## src/rtl/pcc_pkg.sv

```systemverilog
// ----------------------------------------------------------------------------
// Pedestrian crossing controller package
// Shared types and constants for the crossing sequencer.
// ----------------------------------------------------------------------------
`default_nettype none

package pcc_pkg;

    localparam int unsigned SubTickW = 6;
    localparam int unsigned SecW     = 4;
    localparam int unsigned CfgW     = 4;
    localparam int unsigned CfgIdxW  = 2;

    localparam logic [SubTickW-1:0] TogglePointA = 6'd30;
    localparam logic [SubTickW-1:0] TogglePointB = 6'd60;
    localparam logic [SecW-1:0]     SecMax       = 4'd15;

    // Lamp bit positions
    localparam int unsigned LampVr = 0;
    localparam int unsigned LampVg = 1;
    localparam int unsigned LampWr = 2;
    localparam int unsigned LampWg = 3;
    localparam logic [3:0]  LampsIdle = 4'b0110;

    localparam logic [CfgW-1:0] WalkSecReset  = 4'd10;
    localparam logic [CfgW-1:0] BlinkSecReset = 4'd3;
    localparam logic [CfgW-1:0] ClearSecReset = 4'd1;

    typedef enum logic [CfgIdxW-1:0] {
        CFG_WALK_SECONDS  = 2'd0,
        CFG_BLINK_SECONDS = 2'd1,
        CFG_CLEAR_SECONDS = 2'd2
    } cfg_idx_t;

    typedef enum logic [2:0] {
        PH_IDLE       = 3'd0,
        PH_VEH_BLINK  = 3'd1,
        PH_STOP       = 3'd2,
        PH_WALK       = 3'd3,
        PH_WALK_BLINK = 3'd4,
        PH_CLEAR      = 3'd5
    } phase_t;

    typedef struct packed {
        logic tick;
        logic button;
    } in_beat_t;

    typedef struct packed {
        logic       vehicle_red;
        logic       vehicle_green;
        logic       walk_red;
        logic       walk_green;
        logic [2:0] phase;
    } out_beat_t;

    typedef struct packed {
        logic [CfgW-1:0] walk_seconds;
        logic [CfgW-1:0] blink_seconds;
        logic [CfgW-1:0] clear_seconds;
    } cfg_t;

    typedef struct packed {
        phase_t              phase;
        logic [SubTickW-1:0] sub_tick;
        logic [SecW-1:0]     seconds;
        logic                request;
        logic [3:0]          lamps;
    } seq_state_t;

endpackage : pcc_pkg

`default_nettype wire

```

## src/rtl/pcc_step.sv

```systemverilog
// ----------------------------------------------------------------------------
// Pedestrian crossing step logic
// Next sequencer state for one beat of tick and button.
// ----------------------------------------------------------------------------
`default_nettype none

module pcc_step
    import pcc_pkg::*;
#(
    parameter int unsigned SUB_TICKS = 64
) (
    input  seq_state_t cur,
    input  in_beat_t   beat,
    input  cfg_t       cfg,
    output seq_state_t nxt
);

    localparam logic [SubTickW-1:0] SubTickLast = SubTickW'(SUB_TICKS - 1);

    seq_state_t t;
    logic       at_tp_cur;
    logic       at_tp_new;

    assign at_tp_cur = (cur.sub_tick == TogglePointA) || (cur.sub_tick == TogglePointB);
    assign at_tp_new = (t.sub_tick == TogglePointA) || (t.sub_tick == TogglePointB);

    // Latch the press and handle the tick first.
    always_comb begin
        t = cur;
        if (beat.button && cur.phase == PH_IDLE) begin
            t.request = 1'b1;
        end
        if (beat.tick) begin
            if (at_tp_cur && cur.phase == PH_VEH_BLINK) begin
                t.lamps[LampVg] = ~cur.lamps[LampVg];
            end else if (at_tp_cur && cur.phase == PH_WALK_BLINK) begin
                t.lamps[LampWg] = ~cur.lamps[LampWg];
            end
            if (cur.sub_tick >= SubTickLast) begin
                t.sub_tick = '0;
                if (cur.seconds != SecMax) begin
                    t.seconds = cur.seconds + 1'b1;
                end
            end else begin
                t.sub_tick = cur.sub_tick + 1'b1;
            end
        end
    end

    // At most one phase change per beat.
    always_comb begin
        nxt = t;
        unique case (cur.phase)
            PH_IDLE: begin
                nxt.lamps = LampsIdle;
                if (t.request) begin
                    nxt.sub_tick = '0;
                    nxt.seconds  = '0;
                    nxt.phase    = PH_VEH_BLINK;
                end
            end
            PH_VEH_BLINK: begin
                if (t.seconds >= cfg.blink_seconds && at_tp_new) begin
                    nxt.sub_tick       = '0;
                    nxt.seconds        = '0;
                    nxt.lamps[LampVg]  = 1'b0;
                    nxt.lamps[LampVr]  = 1'b1;
                    nxt.phase          = PH_STOP;
                end
            end
            PH_STOP: begin
                if (t.seconds >= cfg.clear_seconds) begin
                    nxt.sub_tick       = '0;
                    nxt.seconds        = '0;
                    nxt.lamps[LampWr]  = 1'b0;
                    nxt.lamps[LampWg]  = 1'b1;
                    nxt.phase          = PH_WALK;
                end
            end
            PH_WALK: begin
                if (t.seconds >= cfg.walk_seconds) begin
                    nxt.sub_tick = '0;
                    nxt.seconds  = '0;
                    nxt.phase    = PH_WALK_BLINK;
                end
            end
            PH_WALK_BLINK: begin
                if (t.seconds >= cfg.blink_seconds && at_tp_new) begin
                    nxt.sub_tick       = '0;
                    nxt.seconds        = '0;
                    nxt.lamps[LampWg]  = 1'b0;
                    nxt.lamps[LampWr]  = 1'b1;
                    nxt.phase          = PH_CLEAR;
                end
            end
            PH_CLEAR: begin
                if (t.seconds >= cfg.clear_seconds) begin
                    nxt.sub_tick = '0;
                    nxt.seconds  = '0;
                    nxt.request  = 1'b0;
                    nxt.lamps    = LampsIdle;
                    nxt.phase    = PH_IDLE;
                end
            end
            default: begin
                nxt.lamps = LampsIdle;
                nxt.phase = PH_IDLE;
            end
        endcase
    end

endmodule : pcc_step

`default_nettype wire

```

## src/rtl/pcc_out_buf.sv

```systemverilog
// ----------------------------------------------------------------------------
// Pedestrian crossing result buffer
// Two-entry output stage: result register plus skid register.
// ----------------------------------------------------------------------------
`default_nettype none

module pcc_out_buf
    import pcc_pkg::*;
(
    input  logic      aclk,
    input  logic      aresetn,
    input  logic      push,
    input  out_beat_t push_data,
    output logic      space,
    output logic      m_valid,
    input  logic      m_ready,
    output out_beat_t m_data
);

    logic      out_valid_reg;
    logic      skid_valid_reg;
    out_beat_t out_reg;
    out_beat_t skid_reg;
    logic      pop;

    assign pop     = out_valid_reg && m_ready;
    assign space   = !skid_valid_reg;
    assign m_valid = out_valid_reg;
    assign m_data  = out_reg;

    always_ff @(posedge aclk) begin
        if (!aresetn) begin
            out_valid_reg  <= 1'b0;
            skid_valid_reg <= 1'b0;
        end else if (skid_valid_reg) begin
            if (pop) begin
                out_reg        <= skid_reg;
                skid_valid_reg <= 1'b0;
            end
        end else if (push) begin
            if (!out_valid_reg || pop) begin
                out_reg       <= push_data;
                out_valid_reg <= 1'b1;
            end else begin
                skid_reg       <= push_data;
                skid_valid_reg <= 1'b1;
            end
        end else if (pop) begin
            out_valid_reg <= 1'b0;
        end
    end

endmodule : pcc_out_buf

`default_nettype wire

```

## src/rtl/pedestrian_crossing_controller_core.sv

```systemverilog
// ----------------------------------------------------------------------------
// Pedestrian crossing controller core
// Push-button crossing sequencer driven by timer ticks and button beats.
// ----------------------------------------------------------------------------
//  Channel   Direction  Handshake         Payload
//  s_        in         s_valid/s_ready   tick, button
//  m_        out        m_valid/m_ready   lamps (4) and phase
//  cfg_      in         cfg_wr_en         walk, blink, clear seconds
//
//  Each accepted beat's result is registered in the output stage and shown
//  on m_; a beat can be accepted every cycle while s_ready is high. A single
//  next-state stage lies between the sequencer registers and the result
//  register. A two-entry output stage lets the input keep flowing while one
//  result waits; s_ready falls only when both entries are full. Reset is
//  synchronous on aresetn low and restores idle lamps and default timings.
// ----------------------------------------------------------------------------
`default_nettype none

module pedestrian_crossing_controller_core
    import pcc_pkg::*;
#(
    parameter int unsigned SUB_TICKS = 64
) (
    input  logic                 aclk,
    input  logic                 aresetn,
    input  logic                 s_valid,
    output logic                 s_ready,
    input  in_beat_t             s_data,
    output logic                 m_valid,
    input  logic                 m_ready,
    output out_beat_t            m_data,
    input  logic                 cfg_wr_en,
    input  logic [CfgIdxW-1:0]   cfg_index,
    input  logic [CfgW-1:0]      cfg_wdata
);

    cfg_t       cfg_reg;
    seq_state_t state_reg;
    seq_state_t state_next;
    out_beat_t  result;
    logic       accept;

    assign accept = s_valid && s_ready;

    // Configuration registers; writes to an unused index are dropped.
    always_ff @(posedge aclk) begin
        if (!aresetn) begin
            cfg_reg.walk_seconds  <= WalkSecReset;
            cfg_reg.blink_seconds <= BlinkSecReset;
            cfg_reg.clear_seconds <= ClearSecReset;
        end else if (cfg_wr_en) begin
            case (cfg_index)
                CFG_WALK_SECONDS:  cfg_reg.walk_seconds  <= cfg_wdata;
                CFG_BLINK_SECONDS: cfg_reg.blink_seconds <= cfg_wdata;
                CFG_CLEAR_SECONDS: cfg_reg.clear_seconds <= cfg_wdata;
                default: ;
            endcase
        end
    end

    // The sequencer state moves on only when a beat is accepted.
    pcc_step #(
        .SUB_TICKS(SUB_TICKS)
    ) u_step (
        .cur  (state_reg),
        .beat (s_data),
        .cfg  (cfg_reg),
        .nxt  (state_next)
    );

    always_ff @(posedge aclk) begin
        if (!aresetn) begin
            state_reg.phase    <= PH_IDLE;
            state_reg.sub_tick <= '0;
            state_reg.seconds  <= '0;
            state_reg.request  <= 1'b0;
            state_reg.lamps    <= LampsIdle;
        end else if (accept) begin
            state_reg <= state_next;
        end
    end

    // The result of a beat is the lamps and phase after that beat.
    assign result.vehicle_red   = state_next.lamps[LampVr];
    assign result.vehicle_green = state_next.lamps[LampVg];
    assign result.walk_red      = state_next.lamps[LampWr];
    assign result.walk_green    = state_next.lamps[LampWg];
    assign result.phase         = state_next.phase;

    pcc_out_buf u_out_buf (
        .aclk      (aclk),
        .aresetn   (aresetn),
        .push      (accept),
        .push_data (result),
        .space     (s_ready),
        .m_valid   (m_valid),
        .m_ready   (m_ready),
        .m_data    (m_data)
    );

    // Idle always shows vehicle green and pedestrian red.
    a_idle_lamps: assert property (@(posedge aclk) disable iff (!aresetn)
        state_reg.phase == PH_IDLE |-> state_reg.lamps == LampsIdle)
        else $error("idle phase with wrong lamps");

    // Vehicles and pedestrians never both see green.
    a_no_dual_green: assert property (@(posedge aclk) disable iff (!aresetn)
        !(state_reg.lamps[LampVg] && state_reg.lamps[LampWg]))
        else $error("vehicle and pedestrian green together");

    // An accepted beat always leaves a result in the output stage.
    a_result_follows: assert property (@(posedge aclk) disable iff (!aresetn)
        s_valid && s_ready |=> m_valid)
        else $error("accepted beat produced no result");

    // The input stalls only when a result is waiting to be taken.
    a_stall_reason: assert property (@(posedge aclk) disable iff (!aresetn)
        !s_ready |-> m_valid && !$past(m_ready && m_valid && !s_ready))
        else $error("input stalled without a pending result");

endmodule : pedestrian_crossing_controller_core

`default_nettype wire

```

## config.mk

```make
export PLATFORM = sky130hd
export DESIGN_NAME = pedestrian_crossing_controller_core
export DESIGN_NICKNAME = d
export VERILOG_FILES = /design/src/rtl/pcc_pkg.sv /design/src/rtl/pcc_step.sv /design/src/rtl/pcc_out_buf.sv /design/src/rtl/pedestrian_crossing_controller_core.sv
export SDC_FILE = /design/constraint.sdc
export NUM_CORES = 1
export LEC_CHECK = 0
export BUFFER_PORTS_ARGS = -buffer_cell sky130_fd_sc_hd__buf_4
export CORE_ASPECT_RATIO = 0.5
export CORE_MARGIN = 1
export CORE_UTILIZATION = 35
export DETAILED_ROUTE_END_ITERATION = 8
export PLACE_DENSITY = 0.51
export SLEW_MARGIN = 30
export SYNTH_ARGS = -nofsm -noshare
export SYNTH_HDL_FRONTEND = slang
export SYNTH_SLANG_ARGS = --single-unit
```

## constraint.sdc

```tcl
create_clock -name aclk -period 4.4 [get_ports aclk]
set_input_delay 0.44 -clock aclk [delete_from_list [all_inputs] [get_ports aclk]]
set_output_delay 0.44 -clock aclk [all_outputs]
set_load 0.02 [all_outputs]
```

== After elaboration in Yosys (flattened, before gate mapping) ==
Cells that the tools add are included.

* Register bits: 46
* Bits in latches: 0
* Bits in writable memories: 0
* Memory bits (read-only): 0
* Bits of input ports: 13
* Output and inout port bits: 9
* Logic and storage cells: 103
* Memories kept: 0

* $add $sub $neg: 2
* Multiply operators: 0
* Divide/modulo/power cells: 0
* Magnitude comparators: 4
* Equal/unequal tests: 14
* Shift-type cells: 0
* Muxes and demuxes: 35
* Bitwise gates (word level): 4
* Reduce and logical (&&, ||, !) cells: 24

{| class="wikitable"
|+ Operator list
! kind !! number
|-
| $mux 13 || 5
|-
| $pmux 10 s6 || 1
|-
| $mux 7 || 4
|-
| $mux 18 || 1
|-
| $pmux 3 s6 || 1
|-
| $mux 1 || 14
|-
| $eq 6x5->1 const B || 2
|-
| $eq 6x6->1 const B || 2
|-
| $ge 4x4->1 || 3
|-
| $mux 10 || 1
|-
| $mux 4 || 2
|-
| $pmux 2 s4 || 1
|-
| $reduce_and 4->1 || 2
|-
| $add 6x1->6 const B || 1
|-
| $eq 3x2->1 const B || 2
|-
| $eq 3x3->1 const B || 2
|-
| $ge 6x6->1 const B || 1
|-
| $logic_and 1x1->1 || 6
|-
| $mux 2 || 3
|-
| $mux 6 || 1
|-
| $pmux 2 s3 || 1
|-
| $reduce_and 2->1 || 3
|-
| $reduce_bool 2->1 || 3
|-
| $add 4x1->4 const B || 1
|-
| 14 further kinds || 20
|}

== Longest topological paths before layout ==
Gate-level depths: netlist of the first run.

* Depth in word-level cells: 12
* Mapped depth: 14
* Gate-level depth less buffers: 14

== Hierarchy ==
From an unflattened synthesis of the first run, not the netlist that was laid out.

* Cell total of the unflattened synthesis: 325
* Area, all modules: 2940.3 µm²

{| class="wikitable"
|+ By module, submodules not included
! module !! times used !! cells an instance !! area an instance (µm²) !! sequential area each (µm²)
|-
| pedestrian_crossing_controller_core || 1 || 130 || 1295.0 || 600.6
|-
| pcc_step || 1 || 159 || 1009.7 || 0.0
|-
| pcc_out_buf || 1 || 36 || 635.6 || 460.4
|}

== Worst setup path before layout of the first run ==
Ideal clock, no wire load.

* Path type: reg2reg
* Start point: register state_reg[9] (netlist name)
* End point: register state_reg[11] (netlist name)
* Setup time: 74 ps
* Arrival: 3631 ps
* Data required time: 4326 ps
* Path slack: 695 ps
* Cell stages (with the launch flop): 13
* Buffers on the path: 0
* Clock period less this slack: 3705 ps
* Path through: dfxtp_1 ha_1 nand4_1 a311oi_1 mux2_2 ha_1 a2111oi_0 nor4_1 o211ai_2 a211oi_2 o311ai_4 or4b_1 o21ai_0

* Cells in the longest elaborated chain, start to end: 8
* Elaborated cells on any way between the ends: 19
* Those cells by class: 1 x add/sub; 4 x order compare; 2 x eq/ne; 10 x mux; 2 x reduce/logical

{| class="wikitable"
|+ RTL lines
! item !! line !! text
|-
| from (decl) || pedestrian_crossing_controller_core.sv:38 || <nowiki>seq_state_t state_reg;</nowiki>
|-
| from (signal assigned) || pedestrian_crossing_controller_core.sv:79 || <nowiki>state_reg <= state_next;</nowiki>
|-
| $add 6x1->6 / $ge 6x6->1 (equally long branches) || pcc_step.sv:45, pcc_step.sv:39 ||
|-
| $mux 6 || pcc_step.sv:39 || <nowiki>if (cur.sub_tick >= SubTickLast) begin</nowiki>
|-
| $mux 10 (*) || pcc_step.sv:33 || <nowiki>if (beat.tick) begin</nowiki>
|-
| parallel branches: the longest is 4 deep, another holds $ge 4x4->1 || - ||
|-
| $pmux 10 s6 (*) || pcc_step.sv:53 || <nowiki>unique case (cur.phase)</nowiki>
|}

Mark *: on every way between the ends.
A chain may end at the register's enable or synchronous reset.

== Final worst setup path of the first run ==
Ends and elaborated chain as after synthesis.

==> results.toml, run 1 <==
[flow_run]
cap_violations = 0

[clocking]
htreeDepth = 2
hold_bufs_at_cts = 0
ctsRootBufferMaster = "sky130_fd_sc_hd__clkbuf_16"
cts-buffers-inserted = 5
cts_max_path_buffers = 2
path_clk_slew_ns = 0.07
ctsResizeCount = 0
cts.sinks = 46
tritoncts = "built"
cts_post_setup_buffers_inserted = 0
clk_latency_worst_skew_pair_ns = 0.29

[hold_path]
min-delay-start = "cfg_wdata[0]"
hp-class = "input pin to register"
hold_depth = 3

[setup_path]
critical_path_arrival_ns = 4.25
r2r_cells = 13
critPathLaunchType = "register"
critPathKind = "register to register"
req_time_crit_path_ns = 4.62
setup.worst_path.start = "state_reg[9]"
path_max_fanout = 8
regToRegStartpoint = "state_reg[9]"
worst_setup_path_end_kind = "register"

[global_route]
antenna_found_initial = 0
globalRoute.busiestLayer = "met2"
global_route_wire_length_before_repair_mm = 9.93
grt_util_all_layers = 0.158
grt_util_met1 = 0.213
gr-usage-met2 = 0.244
overflow = 0
number_of_global_route_vias_before_repair = 2040
grt_max_degree = 36
use_met3 = 0.0416

[sta]
finalSetupTns_ns = 0
layout_min_cycle_time_ns = 4.02
whs_ns = 0.379
rsz_0062_raised_after_global_routing = "no"
setup_viol_count_final = 0
maximum_operating_frequency_mhz = 249
timing_worst_slew_pin_value_ns = 0.951
timing.final.crit_share = 0.914
timing.final.max_slew_violations = 0
finalClockSkew_ns = 0.00412
timing.final.hold_violations = 0
worst_slew_margin_rel = 0.364

[die]
pin_count = 22
floorplan.die_area_um2 = 7860
coreArea_um2 = 6960
placement_rows = 21
initial_core_util = 0.376
fp.dieW_um = 124
dieHeight_um = 63.2

[drt]
vias = 2135
wirelength_mm = 5.75
drt-pass1-iter-count = 4
route.antenna.remaining_nets = 0
initialDrtViolationCount = 133
drt_drc_violations_left = 0
routed_wire_length_per_instance_um = 14.1
vias_per_cell = 5.23

[logic_synthesis]
post_synthesis_cells = 295
synth_ff_type = "sky130_fd_sc_hd__dfxtp_1"
number_of_synthesized_register_bits = 46
avgSynthCellArea_um2 = 8.89
yosys_warnings = 0
synthArstFlopShare = 0
yosys.cell_types.count = 48
synth.net_count = 324
synth_edf_count = 14
seq_area_frac_synth = 0.405
netlist_area_um2 = 2620

[placement]
placedCellCount = 400
dpl.hpwl_mm = 4.17
port_buffers = 21
gp_congestion = 0.850

[layout]
n_fill_cell = 680
layout.nets = 344
largest_reg_flops = 18
mostFrequentLayoutCell = "sky130_fd_sc_hd__nand2_1"
layout-drive-gt1-share = 0.149
insertedDiodeCount = 0
area.growth.synth_to_final_pct = 16.7
layout_common_cells = "34 x sky130_fd_sc_hd__nand2_1, 32 x sky130_fd_sc_hd__dfxtp_1, 26 x sky130_fd_sc_hd__buf_4"
layoutNonFillerInstCount = 408

[run_status]
outcome = "finished clean"

[power_and_ir_drop]
total_leakage_power_uw = 0.00122
irDropWorstVdd_mv = 0.156
power_density_nw_per_um2 = 342
report_power, final:
part / switching [uW] / internal, uW
registers: 14.2 / 454
clock network: 174 / 272
logic: 74.6 / 55.8
total: 263 / 782
worst max-delay path, stage by stage, from the launching register on:
cell                        delay, ns
sky130_fd_sc_hd__dfxtp_1         0.45
sky130_fd_sc_hd__ha_1            0.33
sky130_fd_sc_hd__nand4_1         0.22
sky130_fd_sc_hd__a311oi_1        0.31
sky130_fd_sc_hd__buf_4           0.18
sky130_fd_sc_hd__mux2_2          0.37
sky130_fd_sc_hd__ha_1            0.28
sky130_fd_sc_hd__a2111oi_0       0.40
sky130_fd_sc_hd__nor4_1          0.14
sky130_fd_sc_hd__o211ai_2        0.18
sky130_fd_sc_hd__a211oi_2        0.15
sky130_fd_sc_hd__o311ai_4        0.39
sky130_fd_sc_hd__or4b_1          0.47
sky130_fd_sc_hd__o21ai_0         0.08
layer usage:
metal / vias to the layer above / part of all wire
met5: - / 0
met4: 0 / 0.012
met3: 8 / 0.038
met2: 40 / 0.43
met1: 985 / 0.52
li1: 1102 / -
cells by family after synthesis:
| group | count (synthesis) | share of synthesized area |
|---|---|---|
| and+or+nand+nor | 98 | 0.184 |
| adders and majority gates | 16 | 0.0764 |
| xor gates and xnor gates | 4 | 0.0134 |
| muxes | 16 | 0.0644 |
| AOI/OAI and AO/OA | 79 | 0.204 |
| DFF | 46 | 0.405 |
| buffers and inverters | 36 | 0.0530 |
worst paths after layout:
check / to / slack [ns]
worst max-delay path: state_reg[11] / 0.38
worst min-delay path: cfg_reg[0] / 0.38
worst max register to register: state_reg[11] / 0.38
worst min register to register: cfg_reg[4] / 0.50
through the flow:
stage	cell area (um2)	setup WS [ns]	power, uW	utilization
after floorplan	2620	0.695	564	-
after global placement	2880	0.429	606	0.413
after detailed placement	2880	0.317	606	0.413
after CTS	3050	0.280	1060	0.438
after global routing	3060	0.0291	1090	0.439
final	3060	0.376	1050	0.439
cells in the mapped netlist (2+ instances only):
master                      n  area, um2
sky130_fd_sc_hd__nand3_1   10       50.1
sky130_fd_sc_hd__o21a_1     4       30.0
sky130_fd_sc_hd__o31ai_1    2       15.0
sky130_fd_sc_hd__nand4_1    4       25.0
sky130_fd_sc_hd__mux2_2     7       78.8
sky130_fd_sc_hd__and2_1     2       12.5
sky130_fd_sc_hd__and3_1     4       25.0
sky130_fd_sc_hd__o21ai_0   19       95.1
sky130_fd_sc_hd__xnor2_1    2       17.5
sky130_fd_sc_hd__clkbuf_1  10       37.5
sky130_fd_sc_hd__a21oi_1   21        105
sky130_fd_sc_hd__ha_1      16        200
sky130_fd_sc_hd__nor2b_1   10       62.6
sky130_fd_sc_hd__dfxtp_1   32        641
sky130_fd_sc_hd__nand2_1   34        128
sky130_fd_sc_hd__nor3b_1    3       22.5
sky130_fd_sc_hd__o22ai_1    6       37.5
sky130_fd_sc_hd__clkinv_1   2       7.51
sky130_fd_sc_hd__inv_1     21       78.8
sky130_fd_sc_hd__xor2_1     2       17.5
sky130_fd_sc_hd__o32ai_1    2       17.5
sky130_fd_sc_hd__a31oi_1    3       18.8
sky130_fd_sc_hd__mux2i_1    9       90.1
sky130_fd_sc_hd__edfxtp_1  14        420
sky130_fd_sc_hd__buf_2      3       15.0
sky130_fd_sc_hd__nor4_1     2       12.5
sky130_fd_sc_hd__nor3_1     4       20.0
sky130_fd_sc_hd__nand2b_1   3       18.8
sky130_fd_sc_hd__nand3b_1   2       15.0
sky130_fd_sc_hd__o211ai_1   5       37.5
sky130_fd_sc_hd__nor2_1    17       63.8
sky130_fd_sc_hd__a21boi_0   4       30.0
layout make-up:
type | count | area (um2) | area share
multi-input cells | 213 | 1430 | 0.467
flip-flops and latches | 46 | 1060 | 0.347
repair buffers | 26 | 195 | 0.0638
clock buffers | 5 | 125 | 0.0409
well taps | 92 | 115 | 0.0376
inverters | 23 | 86.3 | 0.0282
clock inverters | 3 | 47.5 | 0.0155
(Power assumes the default switching activity.)
==> run 2: changes to the inputs <==
--- a/config.mk
+++ b/config.mk
@@ -8,9 +8,9 @@
 export BUFFER_PORTS_ARGS = -buffer_cell sky130_fd_sc_hd__buf_4
 export CORE_ASPECT_RATIO = 0.5
 export CORE_MARGIN = 1
-export CORE_UTILIZATION = 35
+export CORE_UTILIZATION = 59
 export DETAILED_ROUTE_END_ITERATION = 8
-export PLACE_DENSITY = 0.51
+export PLACE_DENSITY = 0.79
 export SLEW_MARGIN = 30
 export SYNTH_ARGS = -nofsm -noshare
 export SYNTH_HDL_FRONTEND = slang
==> run 2 against run 1 <==
Net effect: critical path depth is 1 lower; cell count is 9.8% lower; sequential power hardly changed; die area is 40% lower; sequential cell count stayed put; hold slack worse by 0.0076 ns; critical endpoint is now state_reg[14]; largest cell class unchanged; highest routed layer unchanged; clock-buffer cell count stayed put.
==> results.toml, run 2 (synthesis results as in run 1) <==
[run_status]
outcome = "finished clean"

[drt]
initialDrtViolationCount = 183
drt-pass1-iter-count = 5
drt_drc_violations_left = 0
vias_per_cell = 6.09
vias = 2240
route.antenna.remaining_nets = 0
routed_wire_length_per_instance_um = 15.5
wirelength_mm = 5.69

[sta]
rsz_0062_raised_after_global_routing = "yes"
setup_viol_count_final = 0
timing_worst_slew_pin_value_ns = 0.801
finalSetupTns_ns = 0
timing.final.max_slew_violations = 0
finalClockSkew_ns = 0.00814
worst_slew_margin_rel = 0.465
maximum_operating_frequency_mhz = 240
timing.final.crit_share = 0.948
layout_min_cycle_time_ns = 4.17
timing.final.hold_violations = 0

[layout]
layout_common_cells = "34 x sky130_fd_sc_hd__nand2_1, 32 x sky130_fd_sc_hd__dfxtp_1, 24 x sky130_fd_sc_hd__buf_4"
layout-drive-gt1-share = 0.134
layout.nets = 342
fin_area_um2 = 2900
insertedDiodeCount = 0
multi_input_comb_area_um2 = 1430
mostFrequentLayoutCell = "sky130_fd_sc_hd__nand2_1"
n_fill_cell = 334
area.growth.synth_to_final_pct = 10.7
regArea_um2 = 1060
largest_reg_flops = 18

[clocking]
cts_post_setup_buffers_inserted = 0
cts.sinks = 46
path_clk_slew_ns = 0.08
tritoncts = "built"
cts_max_path_buffers = 2
clk_latency_worst_skew_pair_ns = 0.30
htreeDepth = 2
cts-buffers-inserted = 5
ctsRootBufferMaster = "sky130_fd_sc_hd__clkbuf_8"

[global_route]
number_of_global_route_vias_before_repair = 2061
antenna_found_initial = 0
grt_util_all_layers = 0.267
overflow = 0
global_route_wire_length_before_repair_mm = 9.47
grt_max_degree = 36

[setup_path]
path_max_fanout = 10
critical_path.n_buffers_inverters = 0
timing.critical_path.max_delay_family = "compound AO/OA/AOI/OAI gates"
worst_setup_path_end_kind = "register"
regToRegStartpoint = "state_reg[9]"
slowest_stage_cell_on_the_critical_path = "sky130_fd_sc_hd__dfxtp_1"
setup.worst_path.start = "state_reg[9]"
critPathLaunchType = "register"
cp_slowest_stage_delay_ns = 0.45
critical_path.most_common_cell = "sky130_fd_sc_hd__ha_1"
critical_path_arrival_ns = 4.34
critPathKind = "register to register"
list_of_cells_traversed_by_the_critical_path = "ha_1 > nand4_1 > a311oi_2 > mux2_2 > ha_1 > a2111oi_0 > nor4_1 > o211ai_2 > o2111ai_2 > o311ai_4 > a31oi_1 > o22ai_1"
req_time_crit_path_ns = 4.56

[placement]
port_buffers = 21
detailed_place.area_um2 = 2820
dpl.hpwl_mm = 4.00
gp_congestion = 0.857

[flow_run]
cap_violations = 0

[die]
coreArea_um2 = 4080
dieHeight_um = 49.1
pin_count = 22
initial_core_util = 0.642
floorplan.die_area_um2 = 4730
placement_rows = 16
fp.dieW_um = 96.3

[power_and_ir_drop]
irDropWorstVdd_mv = 0.167
power_density_nw_per_um2 = 291
total_leakage_power_uw = 0.00117

[hold_path]
hp-class = "input pin to register"
min-delay-start = "cfg_wdata[0]"
-- run 2: changes by cell type in the layout (fill, tap and decap cells not counted) --
cell                        before  now
sky130_fd_sc_hd__a31oi_2         1    0
sky130_fd_sc_hd__clkbuf_8        0    5
sky130_fd_sc_hd__inv_6           2    0
sky130_fd_sc_hd__bufinv_16       1    0
sky130_fd_sc_hd__a311oi_2        0    1
sky130_fd_sc_hd__a311oi_1        1    0
sky130_fd_sc_hd__clkinv_1        2    5
sky130_fd_sc_hd__a31oi_1         2    3
sky130_fd_sc_hd__buf_4          26   24
sky130_fd_sc_hd__clkbuf_16       5    0
-- run 2: power breakdown --
group	leakage, uW	internal (uW)	switching, uW
clock network	0.0000407	106	141
logic	0.000744	53.3	74.4
registers	0.000382	454	15.0
total	0.00117	613	231
-- run 2: metal layers --
layer  wire (um)  track usage
met4          70        0.109
met2        2660        0.423
met3         371       0.0592
met5           0            0
met1        2580        0.352
-- run 2: stage by stage --
step                setup WS, ns  total power [uW]  hold slack (ns)  instances  utilization
global placement           0.361               598            0.475        360        0.690
global route            -0.00343               879            0.394        368        0.711
finish                     0.229               844            0.372        368        0.711
CTS                        0.154               843            0.370        368        0.709
detailed placement         0.197               603            0.484        360        0.690
floorplan                  0.695               564            0.451        295            -
-- run 2: final cells by class --
cell class	count	area share
repair buffers	24	0.0621
well taps	54	0.0233
multi-input cells	213	0.492
inverters	23	0.0297
clock buffers	5	0.0237
flip-flops and latches	46	0.366
clock inverters	3	0.00388
-- run 2: repair_timing --
item                                    4_1_cts  5_1_grt
hold buffers                                  0        0
gates resized for setup                       0        1
endpoints found under the setup margin        0        8
-- run 2: worst reg2reg max path: cells and delay by family (launching register included) --
| family | cells | cell delay, ns |
|---|---|---|
| AO/OA/AOI/OAI | 7 | 1.86 |
| multiplexers | 1 | 0.43 |
| adder cells (fa/ha/maj) | 2 | 0.64 |
| AND/OR/NAND/NOR | 2 | 0.65 |
| flip-flops | 1 | 0.45 |
-- run 2: path summary, 6_finish.rpt --
| path | end | slack (ns) | cells past startpoint |
|---|---|---|---|
| worst max-delay path | state_reg[14] | 0.23 | 12 |
| worst min-delay path | cfg_reg[4] | 0.37 | 3 |
| worst max register to register | state_reg[14] | 0.23 | 12 |
| worst min register to register | state_reg[2] | 0.50 | 2 |
==> run 3: changes to the inputs <==
--- a/config.mk
+++ b/config.mk
@@ -8,9 +8,9 @@
 export BUFFER_PORTS_ARGS = -buffer_cell sky130_fd_sc_hd__buf_4
 export CORE_ASPECT_RATIO = 0.5
 export CORE_MARGIN = 1
-export CORE_UTILIZATION = 59
+export CORE_UTILIZATION = 64
 export DETAILED_ROUTE_END_ITERATION = 8
-export PLACE_DENSITY = 0.79
+export PLACE_DENSITY = 0.85
 export SLEW_MARGIN = 30
 export SYNTH_ARGS = -nofsm -noshare
 export SYNTH_HDL_FRONTEND = slang
==> constraint.sdc (replaced) <==
create_clock -name aclk -period 5.3 [get_ports aclk]
set_input_delay 0.53 -clock aclk [delete_from_list [all_inputs] [get_ports aclk]]
set_output_delay 0.53 -clock aclk [all_outputs]
set_load 0.01 [all_outputs]
==> run 3 against run 2 <==
Net effect: first-iteration DRC count decreased by 22%; utilization increased by 3.0 points; hold slack improved by 0.094 ns; cell area decreased by 0.39%; via count increased by 0.89%; power decreased by 17%; clock-buffer cell count increased by 1; non-clock buffer count decreased by 1; critical path depth unchanged; sequential share of layout area increased by 0.14 points; sequential power decreased by 17%; clock power decreased by 16%.
==> results.toml, run 3 (synthesis results as in run 1) <==
[run_status]
outcome = "finished clean"

[placement]
detailedPlace.worstSlack_ns = 1.08
gp_congestion = 0.891
placedCellCount = 359
port_buffers = 21
dpl.hpwl_mm = 4.08

[setup_path]
critPathLaunchType = "register"
worst_setup_path_end_kind = "register"
slowest_stage_cell_on_the_critical_path = "sky130_fd_sc_hd__a311oi_1"
r2r_cells = 12
regToRegStartpoint = "state_reg[9]"
r2r_end = "state_reg[14]"
critical_path.n_buffers_inverters = 0
path_max_fanout = 10
rrSetupSlack_ns = 0.99
critical_path.most_common_cell = "sky130_fd_sc_hd__ha_1"
req_time_crit_path_ns = 5.47
cp_slowest_stage_delay_ns = 0.61
critical_path_arrival_ns = 4.48
list_of_cells_traversed_by_the_critical_path = "ha_1 > nand4_1 > a311oi_1 > mux2_2 > ha_1 > a2111oi_0 > nor4_1 > o211ai_2 > o2111ai_2 > o311ai_4 > a31oi_1 > o22ai_1"
timing.critical_path.max_delay_family = "compound AO/OA/AOI/OAI gates"
critPathKind = "register to register"

[die]
floorplan.die_area_um2 = 4370
initial_core_util = 0.671
fp.dieW_um = 92.5
placement_rows = 16
pin_count = 22
dieHeight_um = 47.3
coreArea_um2 = 3900

[hold_path]
min-delay-start = "cfg_wdata[0]"
hold_depth = 3
hp-class = "input pin to register"
hold-path-endpoint = "cfg_reg[4]"

[clocking]
ctsRootBufferMaster = "sky130_fd_sc_hd__clkbuf_8"
clk_latency_worst_skew_pair_ns = 0.30
cts_max_path_buffers = 2
cts.sinks = 46
cts-buffers-inserted = 5
cts_post_setup_buffers_inserted = 0
htreeDepth = 2
hold_bufs_at_cts = 0
ctsResizeCount = 0
path_clk_slew_ns = 0.08
tritoncts = "built"

[sta]
timing.final.max_slew_violations = 0
setup_ws_ns = 0.989
timing.final.hold_violations = 0
layout_min_cycle_time_ns = 4.31
finalSetupTns_ns = 0
whs_ns = 0.466
maximum_operating_frequency_mhz = 232
setup_viol_count_final = 0
timing.final.crit_share = 0.813
worst_slew_margin_rel = 0.427
finalClockSkew_ns = 0.00441
timing_worst_slew_pin_value_ns = 0.858
rsz_0062_raised_after_global_routing = "no"

[layout]
multi_input_comb_area_um2 = 1420
layoutNonFillerInstCount = 367
post-route-util = 0.741
n_fill_cell = 288
mostFrequentLayoutCell = "sky130_fd_sc_hd__nand2_1"
largest_reg_flops = 18
insertedDiodeCount = 0
layout.nets = 341
layout_common_cells = "34 x sky130_fd_sc_hd__nand2_1, 32 x sky130_fd_sc_hd__dfxtp_1, 23 x sky130_fd_sc_hd__buf_4"
area.growth.synth_to_final_pct = 10.3
regArea_um2 = 1060
layout-drive-gt1-share = 0.134

[global_route]
antenna_found_initial = 0
grt_max_degree = 36
overflow = 0
grt_util_all_layers = 0.280
global_route_wire_length_before_repair_mm = 9.14
number_of_global_route_vias_before_repair = 2036

[drt]
vias = 2260
routed_wire_length_per_instance_um = 15.6
drt_drc_violations_left = 0
vias_per_cell = 6.16
route.antenna.remaining_nets = 0
drt-pass1-iter-count = 5
initialDrtViolationCount = 142
wirelength_mm = 5.72

[power_and_ir_drop]
total_leakage_power_uw = 0.00117
power_density_nw_per_um2 = 242
irDropWorstVdd_mv = 0.135

[flow_run]
cap_violations = 0
## run 3: stage by stage
stage                     area [um2]  total power, uW
final                           2890              699
after global placement          2810              492
after global routing            2890              726
after floorplan                 2620              465
after CTS                       2890              698
after detailed placement        2810              497
## run 3: tightest hold or removal path, cell delays in order
cell                      delay, ns
sky130_fd_sc_hd__buf_4         0.09
sky130_fd_sc_hd__mux2i_1       0.06
sky130_fd_sc_hd__nand2_1       0.06
## run 3: final cells by class
cell class / instances / share of cell area
well taps: 54 / 0.0234
clock inverters: 2 / 0.00346
repair buffers: 23 / 0.0597
multi-input cells: 213 / 0.492
inverters: 23 / 0.0299
flip-flops and latches: 46 / 0.367
clock buffers: 6 / 0.0251
## run 3: power by group
part / total [uW] / internal [uW] / switching (uW)
Combinational: 103 / 44.0 / 58.6
Sequential: 389 / 376 / 12.4
Clock: 208 / 91.6 / 116
Total: 699 / 512 / 187
## run 3: how the worst max path moves through the flow
| stage | start | to | cells past startpoint |
|---|---|---|---|
| final | state_reg[9] | state_reg[14] | 12 |
| after CTS | state_reg[9] | state_reg[14] | 12 |
| after detailed placement | state_reg[9] | state_reg[14] | 12 |
| after global routing | state_reg[9] | state_reg[10] | 12 |
| after floorplan | s_data[1] | state_reg[11] | 12 |
| after global placement | state_reg[9] | state_reg[10] | 12 |
## run 3: layer usage
metal | vias up | routed length [um] | track usage
met4 | 0 | 54 | 0.106
met5 | - | 0 | 0
met3 | 14 | 445 | 0.0712
met1 | 1043 | 2420 | 0.335
li1 | 1099 | - | -
met2 | 104 | 2800 | 0.511
